--- src/design/random_pick_without_repeat_defines.svh ---
// Assertion macros for the random pick block.
// Both macros sample on clk_i and are disabled while rst_ni is low.
`ifndef RANDOM_PICK_WITHOUT_REPEAT_DEFINES_SVH
`define RANDOM_PICK_WITHOUT_REPEAT_DEFINES_SVH

`ifndef NO_ASSERTIONS

`define RPWR_ASSERT_IMP(name, ante, cons) \
  name: assert property (@(posedge clk_i) disable iff (!rst_ni) (ante) |-> (cons)) \
    else $error("rpwr assertion failed");

`define RPWR_ASSERT_NXT(name, ante, cons) \
  name: assert property (@(posedge clk_i) disable iff (!rst_ni) (ante) |=> (cons)) \
    else $error("rpwr assertion failed");

`else

`define RPWR_ASSERT_IMP(name, ante, cons)

`define RPWR_ASSERT_NXT(name, ante, cons)

`endif

`endif

--- src/design/rpwr_pkg.sv ---
package rpwr_pkg;

  // Number of selectable slots and the widths that follow from it.
  localparam int SLOTS = 32;
  localparam int IDX_W = $clog2(SLOTS);
  localparam int CNT_W = $clog2(SLOTS + 1);
  localparam int CFG_W = CNT_W;

  // Configuration register indexes.
  typedef enum logic [0:0] {
    REG_PICK_RANGE = 1'b0,
    REG_NO_REPEAT  = 1'b1
  } cfg_reg_e;

  // Commands from the controller to the datapath.
  typedef struct packed {
    logic load;  // capture the draw of an accepted item
    logic prep;  // range check, cycle restart, repeat-mode result
    logic scan;  // examine one slot of the used mask
  } rpwr_cmd_t;

  // Status from the datapath to the controller.
  typedef struct packed {
    logic skip;      // result is settled in the prep step, no scan needed
    logic scan_end;  // the current scan step finishes the item
  } rpwr_stat_t;

endpackage

--- src/design/rpwr_ctrl.sv ---
module rpwr_ctrl (
  input  logic                 clk_i,
  input  logic                 rst_ni,
  input  logic                 start,
  output logic                 busy,
  output logic                 done_o,
  output rpwr_pkg::rpwr_cmd_t  cmd_o,
  input  rpwr_pkg::rpwr_stat_t stat_i
);
  import rpwr_pkg::*;

  typedef enum logic [3:0] {
    ST_IDLE = 4'b0001,
    ST_PREP = 4'b0010,
    ST_SCAN = 4'b0100,
    ST_EMIT = 4'b1000
  } state_e;

  state_e state_q, state_d;

  always_comb begin
    state_d = state_q;
    case (state_q)
      ST_IDLE: begin
        if (start) state_d = ST_PREP;
      end
      ST_PREP: begin
        state_d = stat_i.skip ? ST_EMIT : ST_SCAN;
      end
      ST_SCAN: begin
        if (stat_i.scan_end) state_d = ST_EMIT;
      end
      ST_EMIT: begin
        state_d = ST_IDLE;
      end
      default: begin
        state_d = ST_IDLE;
      end
    endcase
  end

  always_ff @(posedge clk_i or negedge rst_ni) begin
    if (!rst_ni) begin
      state_q <= ST_IDLE;
    end else begin
      state_q <= state_d;
    end
  end

  assign busy       = (state_q != ST_IDLE);
  assign done_o     = (state_q == ST_EMIT);
  assign cmd_o.load = (state_q == ST_IDLE) && start;
  assign cmd_o.prep = (state_q == ST_PREP);
  assign cmd_o.scan = (state_q == ST_SCAN);

endmodule

--- src/design/rpwr_datapath.sv ---
module rpwr_datapath (
  input  logic                       clk_i,
  input  logic                       rst_ni,
  input  logic                       cfg_we_i,
  input  logic                       cfg_idx_i,
  input  logic [rpwr_pkg::CFG_W-1:0] cfg_wdata_i,
  input  logic [rpwr_pkg::IDX_W-1:0] draw_i,
  input  rpwr_pkg::rpwr_cmd_t        cmd_i,
  output rpwr_pkg::rpwr_stat_t       stat_o,
  output logic [rpwr_pkg::IDX_W-1:0] chosen_index_o,
  output logic                       status_o
);
  import rpwr_pkg::*;

  logic [CNT_W-1:0] range_q;
  logic             nrm_q;
  logic [SLOTS-1:0] mask_q, mask_d;
  logic [CNT_W-1:0] count_q, count_d;
  logic [IDX_W-1:0] draw_q;
  logic [IDX_W-1:0] want_q, want_d;
  logic [IDX_W-1:0] pos_q, pos_d;
  logic [IDX_W-1:0] seen_q, seen_d;
  logic [IDX_W-1:0] idx_q, idx_d;
  logic             err_q, err_d;

  logic             clr;
  logic [CNT_W-1:0] eff_cnt;
  logic [CNT_W-1:0] free_cnt;
  logic [CNT_W-1:0] draw_ext;
  logic             zero_rng;
  logic             rep_oor;
  logic             nr_oor;
  logic             slot_free;
  logic             hit;
  logic             last;

  // Prep step: a full count restarts the cycle before the draw is checked.
  assign draw_ext  = CNT_W'(draw_q);
  assign zero_rng  = (range_q == '0);
  assign clr       = (count_q >= range_q);
  assign eff_cnt   = clr ? '0 : count_q;
  assign free_cnt  = range_q - eff_cnt;
  assign rep_oor   = !zero_rng && (draw_ext >= range_q);
  assign nr_oor    = !zero_rng && (draw_ext >= free_cnt);

  // Scan step: one slot per cycle, lowest slot first.
  assign slot_free = !mask_q[pos_q];
  assign hit       = slot_free && (seen_q == want_q);
  assign last      = (pos_q == IDX_W'(SLOTS - 1));

  assign stat_o.skip     = !nrm_q || nr_oor;
  assign stat_o.scan_end = hit || last;

  always_comb begin
    mask_d  = mask_q;
    count_d = count_q;
    want_d  = want_q;
    pos_d   = pos_q;
    seen_d  = seen_q;
    idx_d   = idx_q;
    err_d   = err_q;
    if (cmd_i.prep) begin
      if (!nrm_q) begin
        idx_d = (zero_rng || rep_oor) ? '0 : draw_q;
        err_d = rep_oor;
      end else begin
        if (clr) begin
          mask_d  = '0;
          count_d = '0;
        end
        want_d = zero_rng ? '0 : draw_q;
        pos_d  = '0;
        seen_d = '0;
        if (nr_oor) begin
          count_d = CNT_W'(SLOTS);
          idx_d   = '0;
          err_d   = 1'b1;
        end
      end
    end else if (cmd_i.scan) begin
      if (hit) begin
        mask_d[pos_q] = 1'b1;
        count_d       = count_q + CNT_W'(1);
        idx_d         = pos_q;
        err_d         = 1'b0;
      end else begin
        if (slot_free) seen_d = seen_q + IDX_W'(1);
        pos_d = pos_q + IDX_W'(1);
        if (last) begin
          count_d = CNT_W'(SLOTS);
          idx_d   = '0;
          err_d   = 1'b1;
        end
      end
    end
  end

  always_ff @(posedge clk_i or negedge rst_ni) begin
    if (!rst_ni) begin
      range_q <= '0;
      nrm_q   <= 1'b0;
      mask_q  <= '0;
      count_q <= '0;
    end else begin
      if (cfg_we_i) begin
        case (cfg_reg_e'(cfg_idx_i))
          REG_PICK_RANGE: begin
            range_q <= (cfg_wdata_i > CFG_W'(SLOTS)) ? CNT_W'(SLOTS) : cfg_wdata_i;
          end
          REG_NO_REPEAT: begin
            nrm_q <= cfg_wdata_i[0];
          end
          default: begin
            nrm_q <= nrm_q;
          end
        endcase
      end
      mask_q  <= mask_d;
      count_q <= count_d;
    end
  end

  always_ff @(posedge clk_i) begin
    if (cmd_i.load) draw_q <= draw_i;
    want_q <= want_d;
    pos_q  <= pos_d;
    seen_q <= seen_d;
    idx_q  <= idx_d;
    err_q  <= err_d;
  end

  assign chosen_index_o = idx_q;
  assign status_o       = err_q;

endmodule

--- src/design/random_pick_without_repeat.sv ---
// Channel   Ports                                   Handshake
// --------  --------------------------------------  ---------------------------------
// input     draw_i                                  taken when start && !busy
// result    chosen_index_o, status_o                shown for one cycle with done_o
// config    cfg_idx_i, cfg_wdata_i                  written when cfg_we_i is high
//
// An item goes from its prep step straight to its result cycle in repeat mode or when
// the draw is out of range; in no-repeat mode a slot scan comes between the two, where
// one slot of the used mask is examined per cycle. busy stays high through the cycle in
// which done_o is shown, so the next item is accepted in the cycle after it. Reset is
// asynchronous and active low; it clears the controller, the used mask, the used count
// and both configuration registers. There is no output stall: the receiver must take
// each result in the cycle that done_o marks.
`include "random_pick_without_repeat_defines.svh"

module random_pick_without_repeat (
  input  logic                       clk_i,
  input  logic                       rst_ni,
  input  logic                       start,
  output logic                       busy,
  input  logic [rpwr_pkg::IDX_W-1:0] draw_i,
  output logic                       done_o,
  output logic [rpwr_pkg::IDX_W-1:0] chosen_index_o,
  output logic                       status_o,
  input  logic                       cfg_we_i,
  input  logic                       cfg_idx_i,
  input  logic [rpwr_pkg::CFG_W-1:0] cfg_wdata_i
);
  import rpwr_pkg::*;

  // Commands and status between the sequencer and the datapath.
  rpwr_cmd_t  cmd;
  rpwr_stat_t stat;

  // The controller walks each item through a prep step, an optional slot
  // scan and a single result cycle.
  rpwr_ctrl u_ctrl (
    .clk_i  (clk_i),
    .rst_ni (rst_ni),
    .start  (start),
    .busy   (busy),
    .done_o (done_o),
    .cmd_o  (cmd),
    .stat_i (stat)
  );

  // The datapath holds the configuration, the used mask and count, the scan
  // counters and the result registers that drive the output ports.
  rpwr_datapath u_datapath (
    .clk_i          (clk_i),
    .rst_ni         (rst_ni),
    .cfg_we_i       (cfg_we_i),
    .cfg_idx_i      (cfg_idx_i),
    .cfg_wdata_i    (cfg_wdata_i),
    .draw_i         (draw_i),
    .cmd_i          (cmd),
    .stat_o         (stat),
    .chosen_index_o (chosen_index_o),
    .status_o       (status_o)
  );

  // An accepted item always keeps the block busy in the next cycle.
  `RPWR_ASSERT_NXT(a_accept_busy, start && !busy, busy)
  // A result is shown while the item is still in flight, never while idle.
  `RPWR_ASSERT_IMP(a_done_in_flight, done_o, busy)
  // Each item produces exactly one result cycle.
  `RPWR_ASSERT_NXT(a_done_single, done_o, !done_o)
  // An error result always carries index zero.
  `RPWR_ASSERT_IMP(a_err_index_zero, done_o && status_o, chosen_index_o == '0)

endmodule
--- config.mk ---
export PLATFORM = sky130hd
export DESIGN_NAME = random_pick_without_repeat
export DESIGN_NICKNAME = d
export VERILOG_FILES = /design/src/design/rpwr_pkg.sv /design/src/design/rpwr_ctrl.sv /design/src/design/rpwr_datapath.sv /design/src/design/random_pick_without_repeat.sv
export VERILOG_INCLUDE_DIRS = /design/src /design/src/design
export SDC_FILE = /design/constraint.sdc
export NUM_CORES = 1
export LEC_CHECK = 0
export BUFFER_PORTS_ARGS = -buffer_cell sky130_fd_sc_hd__buf_4
export CORE_AREA = 5 5 104 106
export CTS_CLUSTER_DIAMETER = 120
export DETAILED_ROUTE_END_ITERATION = 10
export DIE_AREA = 0 0 109 111
export MAX_ROUTING_LAYER = met4
export PLACE_DENSITY_LB_ADDON = 0.2
export REMOVE_ABC_BUFFERS = 1
export SLEW_MARGIN = 25
export SYNTH_ARGS = -nofsm -noshare
export SYNTH_HDL_FRONTEND = slang
export SYNTH_SLANG_ARGS = --single-unit
--- constraint.sdc ---
create_clock -name clk_i -period 5.4 [get_ports clk_i]
set_clock_uncertainty 0.1 [all_clocks]
set_input_delay 0.27 -clock clk_i [delete_from_list [all_inputs] [get_ports clk_i]]
set_output_delay 0.27 -clock clk_i [all_outputs]
set_load 0.005 [all_outputs]
* After elaboration in Yosys (flattened, before gate mapping)
Index checks and enable logic that the tools add are counted.
** Operators by class
- Muxes and demuxes :: 42
- Bitwise gates (word level) :: 2
- Eq/ne operators :: 14
- Reductions and logical operators :: 24
- Add/sub/neg operators :: 4
- Magnitude comparators :: 6
** Operator list (count)
- 32-bit two-way mux :: 5
- 5-bit two-way mux :: 15
- 6-bit two-way mux :: 8
- 32-bit OR :: 1
- 5-bit by 6-bit greater-or-equal comparator with 1-bit output :: 2
- 4-bit two-way mux :: 3
- 4-bit one-hot mux with 3 select lines :: 1
- 5-bit by 1-bit adder with 5-bit output, second input constant :: 2
- 3-bit AND reduction :: 3
- 1-bit two-way mux :: 8
- 2-bit AND reduction :: 4
- 4-bit AND reduction :: 2
- 6-bit by 1-bit adder with 6-bit output, second input constant :: 1
- 6-bit greater-or-equal comparator :: 1
- 6-bit > comparator, second input constant :: 1
- 6-bit zero test :: 1
- 5-bit by 6-bit < comparator with 1-bit output, second input constant :: 1
- 2-bit by 1-bit != test with 1-bit output, second input constant :: 3
- 2-bit != test, second input constant :: 3
- 6-bit subtractor :: 1
- 1-bit binary-select mux with 5-bit select :: 1
- 1-bit demux with 5-bit select :: 1
- 5-bit == test :: 1
- 5-bit == test, second input constant :: 1
- other kinds (13) :: 22
** Word-level totals
- Register bits :: 75
- Word-level logic and storage cells :: 103
- Output and inout port bits :: 8

* Depth between registers and ports, before layout
- Depth in word-level cells :: 8
- Depth in mapped cells :: 20
- Gate-level depth less buffers :: 20

* By module
Synthesis repeated with hierarchy kept, for this count alone.
** Second synthesis, totals
- Cells, all modules :: 390
- Area, all modules :: 4274.1 um^2
** Modules (own cells, without submodules)
- rpwr_datapath :: seq. area each 1906.8 um^2, area an instance 4017.6 um^2, times used 1, cells each 365
- rpwr_ctrl :: seq. area each 101.3 um^2, area an instance 256.5 um^2, times used 1, cells each 25

* Worst setup path before layout
No wires, ideal clock.
- Kind :: reg2reg
- From :: reg u_datapath.range_q[2]
- To :: reg u_datapath.idx_q[0], in the netlist u_datapath.chosen_index_o[0] (enable)
- Path slack :: 1.202 ns
- Period minus slack after synthesis :: 4.198 ns
- Required time :: 4.937 ns
- Arrival :: 3.735 ns
- Setup time :: 0.363 ns
- Cell stages (with the launch flop) :: 21
- Cells stage by stage :: dfrtp_1 -> inv_1 -> ha_1 -> a21oi_1 -> o21ai_0 -> a31o_2 -> a21oi_1 -> and2_1 -> ha_1 -> inv_1 -> fa_1 -> a21o_1 -> a21oi_1 -> xor2_1 -> ha_1 -> nor2_1 -> o21ai_0 -> o211ai_1 -> nor2_1 -> nor2_1 -> a21oi_1
** On the way
- Word-level cells in the longest chain between the ends :: 7
** RTL lines
- from (decl) :: line rpwr_datapath.sv:15 : logic [CNT_W-1:0] range_q;
- from (signal assigned) :: line rpwr_datapath.sv:108 : range_q <= (cfg_wdata_i > CFG_W'(SLOTS)) ? CNT_W'(SLOTS) : cfg_wdata_i;
- 6-bit greater-or-equal comparator :: line rpwr_datapath.sv:40 : assign clr = (count_q >= range_q);
- 6-bit two-way mux :: line rpwr_datapath.sv:41 : assign eff_cnt = clr ? '0 : count_q;
- 6-bit subtractor :: line rpwr_datapath.sv:42 : assign free_cnt = range_q - eff_cnt;
- 5-bit by 6-bit greater-or-equal comparator with 1-bit output :: line rpwr_datapath.sv:44 : assign nr_oor = !zero_rng && (draw_ext >= free_cnt);
- 1-bit logical AND * :: line rpwr_datapath.sv:44
- 3-bit != test (no source line) *
- 3-bit AND reduction (no source line) *
- to (signal assigned) :: line rpwr_datapath.sv:128 : idx_q <= idx_d;
- to (decl) :: line rpwr_datapath.sv:23 : logic [IDX_W-1:0] idx_q, idx_d;
Every way passes the cells marked *; elsewhere a longest branch is shown, timed or not.
A chain may end at the register's enable or synchronous reset.

* Worst setup path in the final report
- From :: reg u_datapath.range_q[4]
- To :: reg u_datapath.idx_q[2], in the netlist u_datapath.chosen_index_o[2] (enable)
Same word-level chain as after synthesis.

==> parameters.txt <==
Parameter                              Value

Outcome
  Result of the run ... finished, final reports clean

Place
  Placer's final routability congestion estimate ... 0.885
  Detailed placement HPWL ... 6320 um
  Post-placement cell area ... between 4000 and 5000 um2
  Count of port buffers added during placement ... 23
  Minimum setup slack after placement ... 610 ps

Floorplan
  Overall die area ... around 12000 um2
  Placeable Area ... 9680 um2
  Die width ... 109 um
  Vertical die dimension ... about 110 um
  Number of top-level design ports ... 24
  Row count ... 36
  Effective utilization at floorplan ... 44.1%

Yosys
  Average cell area after synthesis ... 11.4 um2
  EDFF count, synth ... 26
  Mapped Area ... 4270 um2
  Number of synthesized register bits ... 75
  Synth warnings ... 0
  Post-synth top flop ... sky130_fd_sc_hd__dfrtp_1
  Distinct cell type count after synthesis ... between 50 and 60
  Sequential-to-total area share from yosys stat ... 47.0%
  Fraction of registers with async set or reset after synthesis ... 65.3%
  Number of standard cells after synthesis ... 376

STA
  Final-layout setup total negative slack ... 0 ps
  Final Critical Period ... 4860 ps
  Worst relative slew slack ... 34.1%
  Final setup violation count ... 0
  RSZ-0062 raised after global routing ... no
  Slew at the pin with the worst max-slew slack ... approximately 990 ps
  Count of final max-slew check failures ... 0
  Final hold violations ... 0
  Max Clock Freq ... between 0.2 and 0.25 GHz
  Hold slack final ... around 59 ps
  Final Cycle Share ... 90.1%
  Setup ws final ... 536 ps

Setup path
  Top delay family on crit path ... compound AO/OA/AOI/OAI gates
  Worst endpoint data arrival time ... between 4000 and 5000 ps
  Crit path required time ... 5280 ps
  Crit Path Class ... register to register
  Worst path buffer plus inverter count ... 3
  CP startpoint kind ... register
  Maximum single-stage delay on the critical path ... 530 ps
  Worst Path Max Fanout ... 8
  CP max stage cell ... sky130_fd_sc_hd__a21oi_1
  Ordered list of cells on the worst path ... inv_1, ha_1, a21oi_1, inv_1, a31o_2, a21oi_1, and2_1, ha_1, inv_1, fa_1, a21o_1, a21oi_1, xor2_1, ha_1, nor2_1, o21ai_0, o211ai_1, nor2_1, nor2_1, a21oi_1
  Kind of capture point of the worst setup path ... register
  Critical Path Most Common Cell ... sky130_fd_sc_hd__a21oi_1

Final layout
  Number of antenna cells inserted ... 0
  Final core occ ... 49.1%
  Sequential cell area ... 2010 um2
  Multi-input gate area in the final layout ... slightly above 2000 um2
  Area Growth Syn to Fin ... 11.3%
  Highest-count cells in the layout ignoring fill and taps ... sky130_fd_sc_hd__dfrtp_1, sky130_fd_sc_hd__nor2_1, sky130_fd_sc_hd__ha_1
  Final-layout fill cell count ... 881
  Number of nets in the layout ... 448
  Fraction of final layout cells sized beyond drive strength 1 ... between 10% and 20%
  Most common cell after layout, fill and taps aside ... sky130_fd_sc_hd__dfrtp_1
  Final design area excluding fillers ... 4760 um2

CTS
  Clock-pin slew on the worst setup and hold paths ... 90 ps
  Number of clock sinks seen by CTS ... 75
  Root buffer cell ... sky130_fd_sc_hd__clkbuf_8
  Number of buffers inserted by post-CTS setup repair ... 0
  CTS tree ... built
  H-tree depth reported by CTS ... 3
  Number of resized instances in the post-cts repair step ... 0
  CTS Hold Bufs ... 6
  Clock insertion delay at the later pin of the skew report ... 350 ps
  Maximum buffer depth of the clock tree ... 2
  Clock buffers created by TritonCTS ... 9

Power and ir drop
  Net switching fraction of the power ... 30.3%
  Share of power burned in combinational logic ... 21.0%
  Total power per unit cell area ... 308 nW/um2
  Clock network fraction of design power ... 30.7%
  Design internal power ... 0.00102 W
  Standby leakage power ... 2.12 nW
  Sequential Power Share ... 48.3%
  VDD IR-drop max ... 138 uV
  Net Sw Power ... 0.000444 W

Routing
  Average wire per cell in the routed design ... roughly 17 um
  Detailed Routing Iterations Pass 1 ... 5
  Vias per cell ... 5.42
  Total number of vias ... approximately 2.9k
  Number of DRC violations after detailed routing ... 0
  Count of routing violations after the opening detailed-route iteration ... 163
  Count of nets left with antenna violations after detail routing ... 0
  Total length of routed wires ... 9000 um

Global routing
  Wire length of the first global-routing pass ... 15100 um
  Initial antenna violation count ... 0
  Number of global-route vias before repair ... between 2k and 3k
  Total congestion overflow ... 0
  Gr usage total ... 16.1%
  Largest net degree at the start of global routing ... 50

Hold path
  Path type of the worst min-delay path ... input port to register

Run
  Total of max-cap violations ... 0
## sequential cells by signal, summed over array words and instances, names as in the netlist
signal / cells
u_datapath.mask_q: 32
u_datapath.count_q: 6
u_datapath.range_q: 6
u_datapath.chosen_index_o: 5
u_datapath.draw_q: 5
u_datapath.pos_q: 5
u_datapath.seen_q: 5
u_datapath.want_q: 5
u_ctrl.state_q: 4
u_datapath.nrm_q: 1
u_datapath.status_o: 1
## area by class of cell
cell class              instances  area share, %
clock buffers                  13           4.02
clock inverters                 2          0.289
inverters                      16           1.26
multi-input cells             268           43.3
flip-flops and latches         75           42.2
well taps                     133           3.50
repair buffers                 32           5.37
## stage by stage
stage | cells | total power, W
2_1_floorplan | 359 | 0.000907
3_5_place_dp | 518 | 0.00102
6_report | 539 | 0.00147
4_1_cts | 539 | 0.00147
5_1_grt | 539 | 0.00154
3_3_place_gp | 518 | 0.00102
## final timing paths
kind | from | to | cells after the start | slack (ps)
worst max-delay path | u_datapath.range_q[4] | u_datapath.chosen_index_o[2] | 20 | 540
worst min-delay path | cfg_wdata_i[0] | u_datapath.nrm_q | 2 | 60
worst max register to register | u_datapath.range_q[4] | u_datapath.chosen_index_o[2] | 20 | 540
worst min register to register | u_datapath.mask_q[20] | u_datapath.mask_q[20] | 2 | 400
max in group asynchronous | rst_ni | u_datapath.mask_q[19] | 2 | 4380
min in group asynchronous | rst_ni | u_datapath.range_q[5] | 2 | 370
## cell families (layout without fill, tap and decap cells)
logic type | after synthesis | after routing | synth area share (%)
multiplexers | 14 | 14 | 6.50
AO/OA/AOI/OAI | 86 | 86 | 14.0
adder cells (fa/ha/maj) | 30 | 30 | 8.96
AND/OR/NAND/NOR | 124 | 124 | 15.8
XOR/XNOR | 14 | 14 | 2.87
buffers and inverters | 33 | 63 | 4.80
flip-flops | 75 | 75 | 47.0
## worst register-to-register path, cell delays in order, from the launching register on
cell                       delay, ps
sky130_fd_sc_hd__dfrtp_1         410
sky130_fd_sc_hd__inv_1            80
sky130_fd_sc_hd__ha_1            310
sky130_fd_sc_hd__a21oi_1         220
sky130_fd_sc_hd__inv_1            70
sky130_fd_sc_hd__a31o_2          210
sky130_fd_sc_hd__a21oi_1         530
sky130_fd_sc_hd__and2_1          220
sky130_fd_sc_hd__ha_1            160
sky130_fd_sc_hd__inv_1            50
sky130_fd_sc_hd__fa_1            390
sky130_fd_sc_hd__a21o_1          180
sky130_fd_sc_hd__a21oi_1         170
sky130_fd_sc_hd__xor2_1          170
sky130_fd_sc_hd__ha_1            180
sky130_fd_sc_hd__nor2_1           40
sky130_fd_sc_hd__o21ai_0          60
sky130_fd_sc_hd__o211ai_1        110
sky130_fd_sc_hd__nor2_1          240
sky130_fd_sc_hd__nor2_1          100
sky130_fd_sc_hd__a21oi_1         470
## synthesized netlist by cell type (all sizes together), types with 7 or more instances
cell     n  area, um2
nor2b    7       43.8
mux4     8        210
nor2    44        165
nand2   20       75.1
a21oi   12       60.1
o21ai   14       73.8
and2     7       43.8
a22o    15        143
edfxtp  26        781
inv     16       60.1
clkbuf  11       71.3
nand3    7       35.0
a31oi   24        150
dfrtp   48       1200
nand2b  10       62.6
xnor2    7       61.3
xor2     7       61.3
ha      29        363
## power by group through the flow
stage	clock network [W]	logic, W	registers, W
floorplan	0	0.000208	0.000698
global placement	0	0.000301	0.000716
detailed placement	0	0.000306	0.000717
CTS	0.000453	0.000312	0.000706
global route	0.000480	0.000352	0.000713
finish	0.000450	0.000308	0.000707
## layer usage
| metal | GRT usage (%) | vias to the layer above | wire [um] |
|---|---|---|---|
| li1 | - | 1441 | - |
| met1 | 23.0 | 1411 | 4550 |
| met2 | 23.9 | 61 | 4050 |
| met3 | 2.80 | 7 | 315 |
| met4 | 4.21 | 0 | 87 |
| met5 | - | - | 0 |
Note: power is estimated with default switching activity, not from simulation.
